**src/hdl/lnw_pkg.sv**
```systemverilog
// Shared types, codes and constants for the LCD 4-bit nibble writer.
package lnw_pkg;

  // Default geometry of the display.
  localparam int unsigned LINE_LENGTH_DEF = 20;
  localparam int unsigned ROW_COUNT_DEF   = 4;

  // Request operation codes.
  localparam logic [1:0] OP_CHAR  = 2'd0;
  localparam logic [1:0] OP_POS   = 2'd1;
  localparam logic [1:0] OP_CLEAR = 2'd2;
  localparam logic [1:0] OP_GLYPH = 2'd3;

  // Port byte fields.
  localparam logic [7:0] DATA_FLAG = 8'h08;
  localparam logic [7:0] BUTTONS   = 8'h07;
  localparam logic [7:0] HI_MASK   = 8'hF0;

  // Display command values.
  localparam logic [7:0] SPACE_CHAR   = 8'h20;
  localparam logic [7:0] CMD_DDRAM    = 8'h80;
  localparam logic [7:0] ROW_ODD_BASE = 8'h40;
  localparam logic [7:0] CMD_CLEAR    = 8'h01;
  localparam logic [7:0] CMD_DISPLAY  = 8'h0C;
  localparam logic [7:0] CMD_ENTRY    = 8'h06;
  localparam logic [7:0] CMD_FUNCSET  = 8'h28;
  localparam logic [7:0] INIT_WAKE    = 8'h30;
  localparam logic [7:0] INIT_FOUR    = 8'h20;

  // Word count of the init sequence.
  localparam logic [3:0] INIT_LEN = 4'd6;

  // Work classes that the front hands to the back.
  typedef enum logic [2:0] {
    KIND_NONE,
    KIND_CHAR,
    KIND_POS,
    KIND_CLEAR,
    KIND_GLYPH,
    KIND_BAD
  } kind_e;

  // One classified request.
  typedef struct packed {
    logic       init;
    kind_e      kind;
    logic [7:0] value;
  } cmd_t;

  // Init sequence word for a step from 0 to 5.
  function automatic logic [7:0] init_word(input logic [2:0] step);
    logic [7:0] w;
    case (step)
      3'd0, 3'd1, 3'd2: w = INIT_WAKE | BUTTONS;
      3'd3:             w = INIT_FOUR | BUTTONS;
      3'd4:             w = (CMD_FUNCSET & HI_MASK) | BUTTONS;
      default:          w = ((CMD_FUNCSET << 4) & HI_MASK) | BUTTONS;
    endcase
    return w;
  endfunction

endpackage

```
**src/hdl/lnw_front.sv**
```systemverilog
// Front end: accepts requests, tracks init state and classifies each request.
module lnw_front import lnw_pkg::*; #(
  parameter int unsigned LineLength = LINE_LENGTH_DEF,
  parameter int unsigned RowCount   = ROW_COUNT_DEF
) (
  input  logic       clk_i,
  input  logic       rst_ni,
  input  logic       in_valid_i,
  output logic       in_ready_o,
  input  logic [1:0] operation_i,
  input  logic [7:0] char_code_i,
  input  logic [2:0] row_i,
  input  logic [4:0] column_i,
  input  logic [2:0] glyph_index_i,
  input  logic       full_i,
  output logic       push_o,
  output cmd_t       cmd_o
);

  localparam logic [2:0] RowMax  = 3'(RowCount);
  localparam logic [5:0] ColMax  = 6'(LineLength);
  localparam logic [7:0] LineLen = 8'(LineLength);

  logic       ready_d, ready_q;
  logic       accept;
  logic       row_ok, col_ok;
  logic [7:0] row_base;
  kind_e      kind;
  logic [7:0] value;

  assign in_ready_o = !full_i;
  assign accept     = in_valid_i && !full_i;

  // Position checks and the display address of the target cell.
  assign row_ok = (row_i != 3'd0) && (row_i <= RowMax);
  assign col_ok = (column_i != 5'd0) && ({1'b0, column_i} <= ColMax);

  always_comb begin
    row_base = 8'h00;
    if (row_i == 3'd2 || row_i == 3'd4) row_base = row_base + ROW_ODD_BASE;
    if (row_i == 3'd3 || row_i == 3'd4) row_base = row_base + LineLen;
  end

  // Classify the request into the work the back end has to do.
  always_comb begin
    kind  = KIND_NONE;
    value = 8'h00;
    unique case (operation_i)
      OP_CHAR: begin
        kind  = KIND_CHAR;
        value = (char_code_i == 8'h00) ? SPACE_CHAR : char_code_i;
      end
      OP_POS: begin
        if (row_ok && col_ok) begin
          kind  = KIND_POS;
          value = CMD_DDRAM + row_base + {3'b000, column_i} - 8'd1;
        end else if (row_i != 3'd0 && column_i != 5'd0) begin
          kind = KIND_BAD;
        end
      end
      OP_CLEAR: kind = KIND_CLEAR;
      OP_GLYPH: begin
        kind  = KIND_GLYPH;
        value = {2'b01, glyph_index_i, 3'b000};
      end
      default: kind = KIND_NONE;
    endcase
  end

  assign cmd_o.init  = !ready_q;
  assign cmd_o.kind  = kind;
  assign cmd_o.value = value;

  // A request that causes no word is accepted and dropped.
  assign push_o = accept && (kind != KIND_NONE || !ready_q);

  // Init goes out once, ahead of the first request after reset.
  assign ready_d = ready_q || accept;

  always_ff @(posedge clk_i or negedge rst_ni) begin
    if (!rst_ni) begin
      ready_q <= 1'b0;
    end else begin
      ready_q <= ready_d;
    end
  end

endmodule

```
**src/hdl/lnw_queue.sv**
```systemverilog
// Two-entry queue of classified requests between front and back.
module lnw_queue import lnw_pkg::*; (
  input  logic clk_i,
  input  logic rst_ni,
  input  logic push_i,
  input  cmd_t cmd_i,
  output logic full_o,
  input  logic pop_i,
  output logic empty_o,
  output cmd_t head_o
);

  cmd_t       mem_q [2];
  logic       wr_ptr_d, wr_ptr_q;
  logic       rd_ptr_d, rd_ptr_q;
  logic [1:0] count_d, count_q;

  assign full_o  = (count_q == 2'd2);
  assign empty_o = (count_q == 2'd0);
  assign head_o  = mem_q[rd_ptr_q];

  // Pointer and fill count updates.
  always_comb begin
    wr_ptr_d = wr_ptr_q;
    rd_ptr_d = rd_ptr_q;
    count_d  = count_q;
    if (push_i) begin
      wr_ptr_d = !wr_ptr_q;
      count_d  = count_d + 2'd1;
    end
    if (pop_i) begin
      rd_ptr_d = !rd_ptr_q;
      count_d  = count_d - 2'd1;
    end
  end

  always_ff @(posedge clk_i or negedge rst_ni) begin
    if (!rst_ni) begin
      wr_ptr_q <= 1'b0;
      rd_ptr_q <= 1'b0;
      count_q  <= 2'd0;
    end else begin
      wr_ptr_q <= wr_ptr_d;
      rd_ptr_q <= rd_ptr_d;
      count_q  <= count_d;
    end
  end

  // Entry storage.
  always_ff @(posedge clk_i) begin
    if (push_i) begin
      mem_q[wr_ptr_q] <= cmd_i;
    end
  end

endmodule

```
**src/hdl/lnw_back.sv**
```systemverilog
// Back end: expands one classified request into port words, one per cycle while out_ready_i does not hold the output.
module lnw_back import lnw_pkg::*; (
  input  logic       clk_i,
  input  logic       rst_ni,
  input  logic       empty_i,
  input  cmd_t       head_i,
  output logic       pop_o,
  output logic       out_valid_o,
  input  logic       out_ready_i,
  output logic [7:0] port_byte_o,
  output logic       bad_request_o,
  output logic       last_o
);

  logic [3:0] step_d, step_q;
  logic       valid_d, valid_q;
  logic [7:0] byte_d, byte_q;
  logic       bad_d, bad_q;
  logic       last_d, last_q;
  logic       emit;
  logic [3:0] body_len, total_len;
  logic [3:0] body_step;
  logic [7:0] pair_src, flag;
  logic [7:0] word;

  // Word counts of this request.
  always_comb begin
    case (head_i.kind)
      KIND_CHAR, KIND_POS, KIND_GLYPH: body_len = 4'd2;
      KIND_CLEAR:                      body_len = 4'd6;
      KIND_BAD:                        body_len = 4'd1;
      default:                         body_len = 4'd0;
    endcase
  end

  assign total_len = body_len + (head_i.init ? INIT_LEN : 4'd0);
  assign body_step = step_q - (head_i.init ? INIT_LEN : 4'd0);

  // Source byte and flag of the nibble pair being sent.
  always_comb begin
    flag     = 8'h00;
    pair_src = head_i.value;
    case (head_i.kind)
      KIND_CHAR: flag = DATA_FLAG;
      KIND_CLEAR: begin
        case (body_step[2:1])
          2'd0:    pair_src = CMD_CLEAR;
          2'd1:    pair_src = CMD_DISPLAY;
          default: pair_src = CMD_ENTRY;
        endcase
      end
      default: flag = 8'h00;
    endcase
  end

  // Word for the current step.
  always_comb begin
    if (head_i.init && step_q < INIT_LEN) begin
      word = init_word(step_q[2:0]);
    end else if (head_i.kind == KIND_BAD) begin
      word = 8'h00;
    end else if (head_i.kind == KIND_GLYPH) begin
      word = body_step[0] ? ((pair_src << 4) & HI_MASK) : (pair_src & HI_MASK);
    end else begin
      word = (body_step[0] ? ((pair_src << 4) & HI_MASK) : (pair_src & HI_MASK))
             | BUTTONS | flag;
    end
  end

  // The output register takes a new word whenever the queue is not empty and it is free or being drained.
  assign emit  = !empty_i && (!valid_q || out_ready_i);
  assign pop_o = emit && last_d;

  always_comb begin
    step_d  = step_q;
    valid_d = valid_q && !out_ready_i;
    byte_d  = byte_q;
    bad_d   = bad_q;
    last_d  = (step_q == total_len - 4'd1);
    if (emit) begin
      valid_d = 1'b1;
      byte_d  = word;
      bad_d   = (head_i.kind == KIND_BAD) && !(head_i.init && step_q < INIT_LEN);
      step_d  = last_d ? 4'd0 : step_q + 4'd1;
    end
  end

  always_ff @(posedge clk_i or negedge rst_ni) begin
    if (!rst_ni) begin
      step_q  <= 4'd0;
      valid_q <= 1'b0;
    end else begin
      step_q  <= step_d;
      valid_q <= valid_d;
    end
  end

  // Output payload.
  always_ff @(posedge clk_i) begin
    if (emit) begin
      byte_q <= byte_d;
      bad_q  <= bad_d;
      last_q <= last_d;
    end
  end

  assign out_valid_o   = valid_q;
  assign port_byte_o   = byte_q;
  assign bad_request_o = bad_q;
  assign last_o        = last_q;

endmodule

```
**src/hdl/lcd_four_bit_nibble_writer_top.sv**
```systemverilog
// With the back end idle, the first word of a request passes through the queue entry and then the output register.
// The back end sends one word per cycle while out_ready_i does not hold the output register;
// a request has 2 words for a character, position or glyph request, 6 for a clear, 1 for
// an error, plus 6 init words on the first request after reset.
// Reset clears the init flag, the two-entry request queue and the output register;
// init is sent again ahead of the first request after every reset.
module lcd_four_bit_nibble_writer_top import lnw_pkg::*; #(
  parameter int unsigned LineLength = LINE_LENGTH_DEF,
  parameter int unsigned RowCount   = ROW_COUNT_DEF
) (
  input  logic       clk_i,
  input  logic       rst_ni,
  input  logic       in_valid_i,
  output logic       in_ready_o,
  input  logic [1:0] operation_i,
  input  logic [7:0] char_code_i,
  input  logic [2:0] row_i,
  input  logic [4:0] column_i,
  input  logic [2:0] glyph_index_i,
  output logic       out_valid_o,
  input  logic       out_ready_i,
  output logic [7:0] port_byte_o,
  output logic       bad_request_o,
  output logic       last_o
);

  logic push, full, pop, empty;
  cmd_t cmd, head;

  // Request classification.
  lnw_front #(
    .LineLength(LineLength),
    .RowCount  (RowCount)
  ) u_front (
    .clk_i        (clk_i),
    .rst_ni       (rst_ni),
    .in_valid_i   (in_valid_i),
    .in_ready_o   (in_ready_o),
    .operation_i  (operation_i),
    .char_code_i  (char_code_i),
    .row_i        (row_i),
    .column_i     (column_i),
    .glyph_index_i(glyph_index_i),
    .full_i       (full),
    .push_o       (push),
    .cmd_o        (cmd)
  );

  // Decoupling queue.
  lnw_queue u_queue (
    .clk_i  (clk_i),
    .rst_ni (rst_ni),
    .push_i (push),
    .cmd_i  (cmd),
    .full_o (full),
    .pop_i  (pop),
    .empty_o(empty),
    .head_o (head)
  );

  // Word sequencer.
  lnw_back u_back (
    .clk_i        (clk_i),
    .rst_ni       (rst_ni),
    .empty_i      (empty),
    .head_i       (head),
    .pop_o        (pop),
    .out_valid_o  (out_valid_o),
    .out_ready_i  (out_ready_i),
    .port_byte_o  (port_byte_o),
    .bad_request_o(bad_request_o),
    .last_o       (last_o)
  );

endmodule
```
**config.mk**
```make
export PLATFORM = sky130hd
export DESIGN_NAME = lcd_four_bit_nibble_writer_top
export DESIGN_NICKNAME = d
export VERILOG_FILES = /design/src/hdl/lnw_pkg.sv /design/src/hdl/lnw_front.sv /design/src/hdl/lnw_queue.sv /design/src/hdl/lnw_back.sv /design/src/hdl/lcd_four_bit_nibble_writer_top.sv
export SDC_FILE = /design/constraint.sdc
export NUM_CORES = 1
export LEC_CHECK = 0
export ABC_AREA = 1
export BUFFER_PORTS_ARGS = -buffer_cell sky130_fd_sc_hd__buf_4
export CELL_PAD_IN_SITES_DETAIL_PLACEMENT = 2
export CELL_PAD_IN_SITES_GLOBAL_PLACEMENT = 2
export CORE_UTILIZATION = 38
export CTS_CLUSTER_SIZE = 30
export DETAILED_ROUTE_END_ITERATION = 7
export GPL_TIMING_DRIVEN = 0
export HOLD_SLACK_MARGIN = 0.08
export PLACE_DENSITY_LB_ADDON = 0.08
export SYNTH_ARGS = -nofsm -noshare
export SYNTH_HDL_FRONTEND = slang
export SYNTH_HIERARCHICAL = 1
export SYNTH_SLANG_ARGS = --single-unit
```
**constraint.sdc**
```tcl
create_clock -name clk_i -period 4.2 [get_ports clk_i]
set_input_delay 0 -clock clk_i [delete_from_list [all_inputs] [get_ports clk_i]]
set_output_delay 0 -clock clk_i [all_outputs]
set_load 0.02 [all_outputs]
```
# Word-level counts from Yosys, hierarchy flattened
# Memories as Yosys holds them, arrays and structs flattened.
# Cells that the tools add are included.
# W data, S select, Z words.
[word_totals] register_bits=20 mem_bits_rw=24 out_inout_bits=12 word_cells=101 mem_count=1
[mem_list] name="u_queue.mem_q" depth=2 word_bits=12 read_ports=1 rd_ports_with_merged_regs=0 write_ports=1 line="lnw_queue.sv:13" rtl="cmd_t mem_q [2];"
[op_classes] addsub=10 magnitude_cmp=3 eq_ne=18 n_mux=24 bitwise=1 reduce_logical=35
[op_table] op="$mux W8" n=8
[op_table] op="$pmux W8 S3" n=1
[op_table] op="$eq A3 B2 Y1 const B" n=6
[op_table] op="$pmux W8 S2" n=1
[op_table] op="$eq A3 B3 Y1 const B" n=4
[op_table] op="$pmux W3 S4" n=1
[op_table] op="$logic_and A1 B1 Y1" n=11
[op_table] op="$mux W3" n=3
[op_table] op="$pmux W3 S3" n=1
[op_table] op="$add A7 B5 Y8 const B" n=1
[op_table] op="$add A8 B5 Y8" n=1
[op_table] op="$add A8 B8 Y8 const A" n=1
[op_table] op="$logic_not A1 Y1" n=8
[op_table] op="$logic_not A8 Y1" n=1
[op_table] op="$mux W4" n=2
[op_table] op="$or A8 B4 Y8" n=1
[op_table] op="$pmux W4 S2" n=1
[op_table] op="$sub A8 B1 Y8 const B" n=1
[op_table] op="$mux W7" n=1
[op_table] op="$eq A2 B2 Y1 const B" n=3
[op_table] op="$eq A3 B1 Y1 const B" n=2
[op_table] op="$logic_not A2 Y1" n=3
[op_table] op="$reduce_bool A3 Y1" n=2
[op_table] op="$reduce_or A3 Y1" n=2
[op_table] op="other kinds (17)" n=25

# Longest topological paths before layout
# Gate-level depths: netlist of the first run.
[logic_depth] depth_word=11 mapped_depth=21 ltp_nobuf=20

# By module
# Netlist of the first run, hierarchy kept.
[modules_own_cells] mod="lnw_queue" n_inst=1 cells_each=66 area_each_um2=1129.8 seq_area_each_um2=820.8
[modules_own_cells] mod="lnw_back" n_inst=1 cells_each=138 area_each_um2=1016.0 seq_area_each_um2=365.4
[modules_own_cells] mod="lnw_front" n_inst=1 cells_each=95 area_each_um2=564.3 seq_area_each_um2=25.0

# Worst setup path after synthesis of the first run
# Ideal clock, no wire load.
[synth_timing] kind="reg-to-reg" start="reg u_queue.rd_ptr_q" end="reg u_queue.count_q[1]" setup_time_ns=0.113 arrival_ns=2.761 required_ns=4.087 setup_slack_ns=1.326 stages_incl_launch_ff=19 n_path_buf=1 period_less_slack_ns=2.874 path_cell_list="dfrtp_1 -> buf_6 -> mux2_4 -> inv_1 -> nand2_1 -> inv_1 -> a21oi_1 -> ha_1 -> inv_1 -> ha_1 -> inv_1 -> fa_1 -> xnor2_1 -> nor2_1 -> nand3_2 -> nor2_4 -> nand3_1 -> nand2_1 -> inv_1"
[synth_lines] item="start, declared" line="lnw_queue.sv:15" rtl="logic rd_ptr_d, rd_ptr_q;"
[synth_lines] item="start signal, assigned" line="lnw_queue.sv:44" rtl="rd_ptr_q <= rd_ptr_d;"
[synth_lines] item="end signal, assigned" line="lnw_queue.sv:45" rtl="count_q <= count_d;"
[synth_lines] item="end, declared" line="lnw_queue.sv:16" rtl="logic [1:0] count_d, count_q;"

==> results of run 1 <==
## per-stage QoR
stage	cells	hold WS [ps]	setup slack (ps)	total power, mW
finish	453	110.1	874.6	2.256
detailed placement	431	-158.9	884.7	1.891
floorplan	299	-295.6	1326	1.530
global route	453	99.80	650.6	2.418
global placement	431	-161.3	963.6	1.810
CTS	453	90.46	856.5	2.248
## cells in the final DEF (no fill, tap or decap), types with 7 or more instances in the layout
cell type,Yosys,final
a21oi_1,10,10
buf_4,2,38
dfrtp_1,10,10
dlygate4sd3_1,0,14
edfxtp_1,32,32
ha_1,16,16
inv_1,40,40
inv_2,9,9
mux2_4,9,9
nand2_1,83,83
nand3_1,22,22
nor2_1,19,19
xor2_1,7,7
## power by group through the flow
stage | Clock, mW | Combinational, mW | Sequential, mW
global route | 0.357 | 1.33 | 0.729
CTS | 0.341 | 1.20 | 0.708
detailed placement | 0 | 1.17 | 0.717
global placement | 0 | 1.11 | 0.701
finish | 0.334 | 1.21 | 0.714
floorplan | 0 | 0.791 | 0.739
## final timing paths
kind                             startpoint                  end  slack [ps]  cells after the start
min                             column_i[0]  u_queue/mem_q[1][0]         110                      2
min reg2reg                u_queue/wr_ptr_q     u_queue/wr_ptr_q         550                      1
max                        u_queue/rd_ptr_q   u_queue/count_q[1]         870                     18
max in group asynchronous            rst_ni     u_back/step_q[0]        3080                      3
min in group asynchronous            rst_ni     u_queue/wr_ptr_q         750                      3
max reg2reg                u_queue/rd_ptr_q   u_queue/count_q[1]         870                     18
## layer usage
metal  global-route usage, %  part of all wire, %
met1                   27.19                   43
met2                   42.57                   53
met3                   2.762                  2.6
met4                   6.212                  1.6
met5                       0                    0
## logic make-up after synthesis
group	after synthesis	share of synthesized area (%)
simple gates	147	25.39
buf+inv	53	8.171
flops	42	44.69
compound gates	18	3.740
fa+ha+maj	18	8.864
mux	12	6.233
xor+xnor	9	2.909
## final cells by class
| class | instances | share of cell area (%) |
|---|---|---|
| flip-flops and latches | 42 | 36.08 |
| multi-input cells | 204 | 38.05 |
| well taps | 96 | 3.578 |
| plain buffers | 4 | 1.118 |
| repair buffers | 50 | 12.23 |
| clock buffers | 7 | 2.572 |
| inverters | 49 | 5.479 |
| clock inverters | 1 | 0.8945 |
## worst max-delay path, cell delays in order (launching register included)
cell and delay (ps):
dfrtp_1 510, buf_6 230, mux2_4 340, inv_1 120, a21oi_1 90, a21oi_1 140, ha_1 250, inv_1 60
ha_1 130, inv_1 50, fa_1 440, xnor2_1 150, nor2_1 120, nand3_2 160, nor2_4 230, nand3_1 110
nand2_1 70, nand2_1 40, inv_1 40
## state kept, by name, indices dropped and copies added, names as in the netlist
register              count
u_queue/wr_ptr_q          1
u_queue/count_q           2
u_queue/mem_q            24
u_back/port_byte_o        6
u_front/ready_q           1
u_queue/rd_ptr_q          1
u_back/out_valid_o        1
u_back/step_q             4
u_back/bad_request_o      1
u_back/last_o             1
==> results.sh, run 1 <==
export IMPL_hp_class="in -> reg"
export IMPL_min_period_ps=3325
export IMPL_utilization_pct=49.14
export IMPL_drv_cap=0
export IMPL_clk_insertion_delay_late_ps=290
export IMPL_io_buffers=36
export IMPL_clockBufferDepth=2
export IMPL_h_tree_depth=2
export IMPL_insertedDiodeCount=0
export IMPL_yosys_area_top_type="edfxtp_1"
export IMPL_cts_buffers=5
export IMPL_hold_violations=0
export IMPL_dp_hpwl_um=5518
export IMPL_p_switching_mw=0.9725
export IMPL_finalMaxSlewViolations=0
export IMPL_grt_pass1_vias=2407
export IMPL_place_area_um2=3100
export IMPL_cts_resized=0
export IMPL_seq_power_share_pct=31.7
export IMPL_p_comb_share_pct=53.6
export IMPL_status="complete, no violations"
export IMPL_grt_max_degree=14
export IMPL_crit_fanout=10
export IMPL_seq_area_um2=1211
export IMPL_yosysSeqAreaShare_pct=44.69
export IMPL_post_cts_buffers=0
export IMPL_start_kind="flop"
export IMPL_fp_coreArea_um2=6832
export IMPL_p_int_mw=1.284
export IMPL_worstSetupPathType="reg -> reg"
export IMPL_num_rows=30
export IMPL_cts_root_buf="clkbuf_8"
export IMPL_switching_share_pct=43.10
export IMPL_syn_avg_cell_area_um2=9.064
export IMPL_cts_tree="built"
export IMPL_ys_warn_count=6
export IMPL_die_w_um=86.45
export IMPL_worst_pin_slew_ps=1154
export IMPL_synthTopCellsByArea="edfxtp_1 (35%), nand2_1 (11%), dfrtp_1 (9.2%)"
export IMPL_postSynth_asyncResetShare_pct=23.81
export IMPL_final_nets=399
export IMPL_required_ps=4440
export IMPL_netlist_area_um2=2710
export IMPL_synthFlopType="edfxtp_1"
export IMPL_grt_pass1_wl_um=12550
export IMPL_wl_um=7854
export IMPL_synth_top_area_share_pct=35.46
export IMPL_drt_initial_drc_count=87
export IMPL_wire_per_inst_um=17.34
export IMPL_rsz0062_at_grt="false"
export IMPL_final_fill_count=752
export IMPL_postSynthCellCount=299
export IMPL_synth_edff_count=32
export IMPL_p_leak_nw=1.630
export IMPL_area_growth_pct=23.87
export IMPL_end_kind="flop"
export IMPL_fin_crit_sh_pct=79.18
export IMPL_clk_pin_slew_ps=80
export IMPL_max_freq_ghz=0.3007
export IMPL_tns_ps=0
export IMPL_fin_worst_skew_ps=5.626
export IMPL_die_h_um=86.45
export IMPL_arrival_ps=3560
export IMPL_initial_core_util_pct=39.67
export IMPL_drtAntennaViolNets=0
export IMPL_multiInputGateArea_um2=1277
export IMPL_drcViolationCount=0
export IMPL_antenna_found_initial=0
export IMPL_synth_cell_type_count=33
export IMPL_gp_congestion=0.7638
export IMPL_drive_gt1_share_pct=23.81
export IMPL_grtUsageTotal_pct=22.67
export IMPL_die_area_um2=7474
export IMPL_ir_drop_mv=0.2208
export IMPL_final_area_um2=3357
export IMPL_grt_ovfl_total=0
export IMPL_yosys_top_cells_count="nand2_1 (83), inv_1 (40), edfxtp_1 (32)"
export IMPL_synth_seq_cells=42
export IMPL_slew_headroom_pct=22.76
export IMPL_syn_nets=342
export IMPL_p_per_area_nw_per_um2=672.1
export IMPL_via_per_inst=4.901
export IMPL_setup_viol=0
export IMPL_io_pins=37
export IMPL_clock_sinks=42
export IMPL_vias=2220
export IMPL_drtPass1Iterations=4
export IMPL_synth_most_common_cell="nand2_1"
export IMPL_p_clk_share_pct=14.8
export IMPL_postCtsHoldBufs=14
Power figures use the tool's default switching activity.
==> run 2: changes to the inputs <==
--- a/config.mk
+++ b/config.mk
@@ -5,11 +5,11 @@
 export SDC_FILE = /design/constraint.sdc
 export NUM_CORES = 1
 export LEC_CHECK = 0
-export ABC_AREA = 1
+export ABC_AREA = 0
 export BUFFER_PORTS_ARGS = -buffer_cell sky130_fd_sc_hd__buf_4
 export CELL_PAD_IN_SITES_DETAIL_PLACEMENT = 2
 export CELL_PAD_IN_SITES_GLOBAL_PLACEMENT = 2
-export CORE_UTILIZATION = 38
+export CORE_UTILIZATION = 37
 export CTS_CLUSTER_SIZE = 30
 export DETAILED_ROUTE_END_ITERATION = 7
 export GPL_TIMING_DRIVEN = 0
==> constraint.sdc (replaced) <==
create_clock -name clk_i -period 3.5 [get_ports clk_i]
set_input_delay 0 -clock clk_i [delete_from_list [all_inputs] [get_ports clk_i]]
set_output_delay 0 -clock clk_i [all_outputs]
set_load 0.02 [all_outputs]
==> results.sh, run 2 <==
export IMPL_status="complete, no violations"
export IMPL_hp_class="in -> reg"
export IMPL_io_buffers=36
export IMPL_worst_path_max_delay_cell="fa_1"
export IMPL_area_growth_pct=28.64
export IMPL_ir_drop_mv=0.1963
export IMPL_crit_fanout=8
export IMPL_insertedDiodeCount=0
export IMPL_drcViolationCount=0
export IMPL_cts_buffers=5
export IMPL_drv_cap=0
export IMPL_final_nets=341
export IMPL_required_ps=3720
export IMPL_layout_common_cells="buf_4 (50), edfxtp_1 (32), nor2_1 (18), inv_1 (16), ha_1 (15)"
export IMPL_min_period_ps=3410
export IMPL_worst_pin_slew_ps=1201
export IMPL_synth_seq_cells=42
export IMPL_fin_worst_skew_ps=10.43
export IMPL_synthTopCellsByArea="edfxtp_1 (37%), dfrtp_1 (9.6%), ha_1 (7.7%)"
export IMPL_cts_tree="built"
export IMPL_syn_nets=280
export IMPL_syn_avg_cell_area_um2=11.02
export IMPL_drt_initial_drc_count=38
export IMPL_die_h_um=86.03
export IMPL_dp_hpwl_um=5163
export IMPL_drtPass1Iterations=4
export IMPL_wire_per_inst_um=18.15
export IMPL_worstSetupPathType="reg -> reg"
export IMPL_largest_register="u_queue/mem_q"
export IMPL_postSynthCellCount=237
export IMPL_grt_max_degree=14
export IMPL_io_pins=37
export IMPL_largest_reg_flops=24
export IMPL_clk_pin_slew_ps=90
export IMPL_grt_pass1_vias=2148
export IMPL_grt_ovfl_total=0
export IMPL_setup_ws_ps=89.82
export IMPL_grt_pass1_wl_um=11200
export IMPL_fp_coreArea_um2=6794
export IMPL_synthMuxAreaShare_pct=5.987
export IMPL_initial_core_util_pct=38.45
export IMPL_via_per_inst=5.089
export IMPL_netlist_area_um2=2613
export IMPL_yosys_area_top_type="edfxtp_1"
export IMPL_clk_insertion_delay_late_ps=290
export IMPL_antenna_found_initial=0
export IMPL_p_per_area_nw_per_um2=817.4
export IMPL_synth_top_area_share_pct=36.78
export IMPL_layout_commonest_cell="buf_4"
export IMPL_crit_chain="buf_12, mux2_4, nor2_4, xor2_2, ha_1, inv_1, ha_1, inv_1, fa_1, xor2_2, nand3_4, nor4_4, buf_4, a22oi_2, o31a_1, a2bb2oi_2"
export IMPL_place_ws_ps=-544.8
export IMPL_num_rows=30
export IMPL_layout_cells_non_filler=395
export IMPL_grtUsageTotal_pct=19.97
export IMPL_tns_ps=0
export IMPL_yosys_top_cells_count="edfxtp_1 (32), nor2_1 (19), inv_1 (17)"
export IMPL_slew_headroom_pct=19.76
export IMPL_end_kind="flop"
export IMPL_yosysSeqAreaShare_pct=46.36
export IMPL_ys_warn_count=6
export IMPL_gp_congestion=0.7499
export IMPL_synth_xor_area_share_pct=6.513
export IMPL_fin_crit_sh_pct=97.43
export IMPL_p_leak_nw=1.386
export IMPL_wl_um=7168
export IMPL_max_freq_ghz=0.2932
export IMPL_synth_simple_area_share_pct=14.13
export IMPL_arrival_ps=3630
export IMPL_finalMaxSlewViolations=0
export IMPL_rsz0062_at_grt="true"
export IMPL_drtAntennaViolNets=0
export IMPL_synth_most_common_cell="edfxtp_1"
export IMPL_setup_viol=0
export IMPL_placedCellCount=369
export IMPL_hold_violations=0
export IMPL_power_mw=2.747
export IMPL_clockBufferDepth=2
export IMPL_vias=2010
export IMPL_synth_compound_area_share_pct=11.97
export IMPL_whs_ps=130.3
export IMPL_h_tree_depth=2
export IMPL_postSynth_asyncResetShare_pct=23.81
export IMPL_synthFlopType="edfxtp_1"
export IMPL_drive_gt1_share_pct=29.77
export IMPL_die_w_um=86.03
export IMPL_die_area_um2=7401
export IMPL_synth_edff_count=32
export IMPL_synth_cell_type_count=52
export IMPL_cts_root_buf="clkbuf_8"
export IMPL_start_kind="flop"
export IMPL_cpPeakStageDelay_ps=550
export IMPL_synth_top_family_by_area="simple AND/OR/NAND/NOR gates"
export IMPL_synthAdderAreaFrac_pct=9.195
export IMPL_clock_sinks=42
==> run 2: changes by cell type after synthesis, moves of 7 or more <==
cell,before,now
inv_1,40,17
inv_2,9,0
mux2_2,3,13
mux2_4,9,0
nand2_1,83,14
nand3_1,22,8
o21ai_0,2,9
xnor2_1,2,9
==> run 2: area by class of cell <==
cell class              count  area (um^2)
multi-input cells         165         1330
fillers                   703         3433
inverters                  18        67.56
well taps                  96        120.1
clock inverters             3        40.04
repair buffers             54        422.9
plain buffers              12        98.84
flip-flops and latches     42         1212
clock buffers               5        68.82
==> run 2: cell families after synthesis <==
group / count (synthesis)
xor+xnor: 16
mux: 14
compound gates: 46
simple gates: 71
buf+inv: 30
flops: 42
fa+ha+maj: 18
==> run 2: repair_timing <==
item / 4_1_cts / 5_1_grt
hold buffers: 7 / 0
endpoints found under the setup margin: 5 / 3
pin swaps: 1 / 10
setup buffers: 2 / 9
endpoints found under the hold margin: 16 / 0
gates resized for setup: 6 / 15
==> run 2: worst paths after layout <==
kind                                  start                  end  slack (ps)  depth (start not counted)
setup / recovery           u_queue/rd_ptr_q   u_queue/count_q[1]          90                         16
hold / removal             glyph_index_i[2]  u_queue/mem_q[0][5]         130                          3
setup reg to reg           u_queue/rd_ptr_q   u_queue/count_q[1]          90                         16
hold reg to reg            u_queue/wr_ptr_q     u_queue/wr_ptr_q         520                          1
max in group asynchronous            rst_ni     u_back/step_q[0]        1960                          4
min in group asynchronous            rst_ni   u_queue/count_q[1]         600                          3
==> run 2: per-stage QoR <==
stage	utilization, %	cell area (um^2)
floorplan	-	2613
finish	49.47	3361
global route	49.47	3361
CTS	47.46	3224
detailed placement	44.20	3003
global placement	44.20	3003
==> run 2: report_power, final <==
group          switching, mW  internal, mW  leakage, nW
sequential            0.0821         0.744        0.420
combinational          0.812         0.726        0.908
clock                  0.172         0.210       0.0579
==> run 2: critical path: cells and delay by family, from the launching register on <==
| family | cells | cell delay, ps |
|---|---|---|
| flip-flops | 1 | 430 |
| AND/OR/NAND/NOR | 3 | 570 |
| multiplexers | 1 | 320 |
| AO/OA/AOI/OAI | 3 | 300 |
| buffers and inverters | 4 | 450 |
| XOR/XNOR | 2 | 340 |
| adder cells (fa/ha/maj) | 3 | 910 |
==> run 2: routing by layer <==
layer  share of wire, %  global-route usage, %  up-vias
li1                   -                      -      971
met1                 39                  22.36      986
met2                 57                  38.38       41
met3                2.2                  3.369       12
met4                1.8                  5.758        0
met5                  0                      0        -
==> run 3: changes to the inputs <==
--- a/config.mk
+++ b/config.mk
@@ -9,7 +9,7 @@
 export BUFFER_PORTS_ARGS = -buffer_cell sky130_fd_sc_hd__buf_4
 export CELL_PAD_IN_SITES_DETAIL_PLACEMENT = 2
 export CELL_PAD_IN_SITES_GLOBAL_PLACEMENT = 2
-export CORE_UTILIZATION = 37
+export CORE_UTILIZATION = 34
 export CTS_CLUSTER_SIZE = 30
 export DETAILED_ROUTE_END_ITERATION = 7
 export GPL_TIMING_DRIVEN = 0
==> constraint.sdc (replaced) <==
create_clock -name clk_i -period 2.9 [get_ports clk_i]
set_input_delay 0 -clock clk_i [delete_from_list [all_inputs] [get_ports clk_i]]
set_output_delay 0 -clock clk_i [all_outputs]
set_load 0.02 [all_outputs]
==> results.sh, run 3 (same netlist as run 2, synthesis figures left out) <==
export IMPL_status="finished with violations"
export IMPL_violations="negative setup slack"
export IMPL_dp_hpwl_um=5007
export IMPL_start_kind="flop"
export IMPL_initial_core_util_pct=35.64
export IMPL_drtPass1Iterations=4
export IMPL_h_tree_depth=2
export IMPL_place_ws_ps=-945.0
export IMPL_required_ps=3120
export IMPL_placedCellCount=372
export IMPL_worstSetupPathType="reg -> reg"
export IMPL_vias=1992
export IMPL_hold_violations=0
export IMPL_clk_pin_slew_ps=80
export IMPL_die_h_um=89.66
export IMPL_gp_congestion=0.7571
export IMPL_ir_drop_mv=0.3201
export IMPL_via_per_inst=5.030
export IMPL_setup_viol=8
export IMPL_grtUsageTotal_pct=18.59
export IMPL_crit_start="u_queue/rd_ptr_q"
export IMPL_cpPeakStageDelay_ps=550
export IMPL_min_to="u_queue/mem_q[1][5]"
export IMPL_antenna_found_initial=0
export IMPL_fin_crit_sh_pct=115.8
export IMPL_p_switching_mw=1.279
export IMPL_hp_class="in -> reg"
export IMPL_largest_reg_flops=24
export IMPL_cts_tree="built"
export IMPL_drcViolationCount=0
export IMPL_drt_initial_drc_count=45
export IMPL_cts_root_buf="clkbuf_8"
export IMPL_fp_coreArea_um2=7331
export IMPL_worst_pin_slew_ps=1105
export IMPL_clk_insertion_delay_late_ps=290
export IMPL_worstHoldStart="glyph_index_i[2]"
export IMPL_layout_common_cells="buf_4 (47), edfxtp_1 (32), nor2_1 (17)"
export IMPL_cts_buffers=5
export IMPL_crit_chain="buf_4, mux2_4, xor2_2, ha_1, inv_1, ha_2, inv_2, fa_1, xor2_1, nand3_2, nor4_4, clkbuf_8, a22oi_2, o31a_1, a2bb2oi_2"
export IMPL_clock_sinks=42
export IMPL_drv_cap=0
export IMPL_io_pins=37
export IMPL_power_mw=3.274
export IMPL_die_w_um=89.66
export IMPL_layout_commonest_cell="buf_4"
export IMPL_wl_um=6824
export IMPL_rsz0062_at_grt="true"
export IMPL_crit_fanout=6
export IMPL_final_nets=339
export IMPL_insertedDiodeCount=0
export IMPL_num_rows=31
export IMPL_critPathBufInv=4
export IMPL_grt_pass1_vias=2142
export IMPL_max_freq_ghz=0.2978
export IMPL_p_per_area_nw_per_um2=978.0
export IMPL_p_int_mw=1.995
export IMPL_area_growth_pct=28.16
export IMPL_grt_ovfl_total=0
export IMPL_drive_gt1_share_pct=30.64
export IMPL_setup_ws_ps=-458.5
export IMPL_fin_worst_skew_ps=4.783
export IMPL_p_clk_share_pct=12.8
export IMPL_clockBufferDepth=2
export IMPL_grt_max_degree=14
export IMPL_grt_pass1_wl_um=10830
export IMPL_hold_depth=3
export IMPL_r2r_start="u_queue/rd_ptr_q"
export IMPL_reg2reg_setup_slack_ps=-460
export IMPL_p_comb_share_pct=56.5
export IMPL_wire_per_inst_um=17.23
export IMPL_tns_ps=-2620
export IMPL_p_leak_nw=1.366
export IMPL_layout_cells_non_filler=396
export IMPL_die_area_um2=8038
export IMPL_reg2reg_to="u_queue/count_q[1]"
export IMPL_worst_path_max_delay_cell="fa_1"
export IMPL_end_kind="flop"
export IMPL_arrival_ps=3580
export IMPL_seq_power_share_pct=30.7
export IMPL_slew_headroom_pct=26.05
export IMPL_r2r_cells=15
export IMPL_finalMaxSlewViolations=0
export IMPL_io_buffers=36
export IMPL_switching_share_pct=39.07
export IMPL_largest_register="u_queue/mem_q"
export IMPL_drtAntennaViolNets=0
export IMPL_min_period_ps=3358
export IMPL_crit_family="adder cells"
==> run 3: cell types whose count changed in the layout (fill, tap and decap cells not counted), moves of 2 or more <==
| cell | change |
|---|---|
| buf_6 | +3 |
| inv_2 | +2 |
| clkinv_2 | -2 |
| inv_1 | -2 |
| buf_4 | -3 |
==> run 3: how the worst max path moves through the flow <==
| stage | to | cells after the start | slack (ps) |
|---|---|---|---|
| floorplan | u_queue/count_q[1] | 16 | -310 |
| global placement | u_queue/count_q[1] | 16 | -730 |
| detailed placement | u_queue/count_q[1] | 16 | -940 |
| CTS | u_queue/count_q[1] | 16 | -480 |
| global route | u_queue/count_q[1] | 15 | -680 |
| finish | u_queue/count_q[1] | 15 | -460 |
==> run 3: per-layer routing <==
| layer | GRT usage [%] | vias to the layer above | wire length [um] |
|---|---|---|---|
| li1 | - | 970 | - |
| met1 | 21.52 | 974 | 2923 |
| met2 | 33.95 | 42 | 3592 |
| met3 | 3.473 | 6 | 225 |
| met4 | 7.071 | 0 | 84 |
| met5 | 0 | - | 0 |
==> run 3: worst reg2reg max path: stages (launching register included) <==
cell and delay (ps):
dfrtp_2 480, buf_4 170, mux2_4 330, xor2_2 170, ha_1 280, inv_1 60, ha_2 160, inv_2 40
fa_1 560, xor2_1 170, nand3_2 150, nor4_4 210, clkbuf_8 220, a22oi_2 50, o31a_1 110, a2bb2oi_2 140
==> run 3: power groups by stage <==
stage | clock network [mW] | registers [mW] | logic [mW]
floorplan | 0 | 1.06 | 1.12
global placement | 0 | 0.992 | 1.57
detailed placement | 0 | 1.01 | 1.63
CTS | 0.432 | 0.993 | 1.88
global route | 0.451 | 1.03 | 2.04
finish | 0.419 | 1.01 | 1.85
==> run 3: cell type report <==
cell class	instances	area [um^2]
Timing Repair Buffer	53	420.4
Sequential cell	42	1212
Fill cell	761	3983
Buffer	11	88.84
Clock inverter	1	7.507
Multi-Input combinational cell	165	1330
Clock buffer	7	97.59
Tap cell	99	123.9
Inverter	18	67.56
==> run 3: per-stage QoR <==
stage | area, um^2 | utilization, % | hold slack (ps)
after floorplan | 2681 | - | -295.6
after global placement | 3075 | 41.95 | -160.5
after detailed placement | 3075 | 41.95 | -152.7
after CTS | 3371 | 45.98 | 84.90
after global routing | 3348 | 45.67 | 129.4
final | 3348 | 45.67 | 91.93
==> run 3: repair_timing <==
| item | CTS | global route |
|---|---|---|
| hold buffers | 6 | 0 |
| hold endpoints to repair | 15 | 0 |
| setup endpoints to repair | 8 | 8 |
| setup buffers | 14 | 1 |
| pin swaps | 9 | 10 |
| gates resized for setup | 7 | 7 |
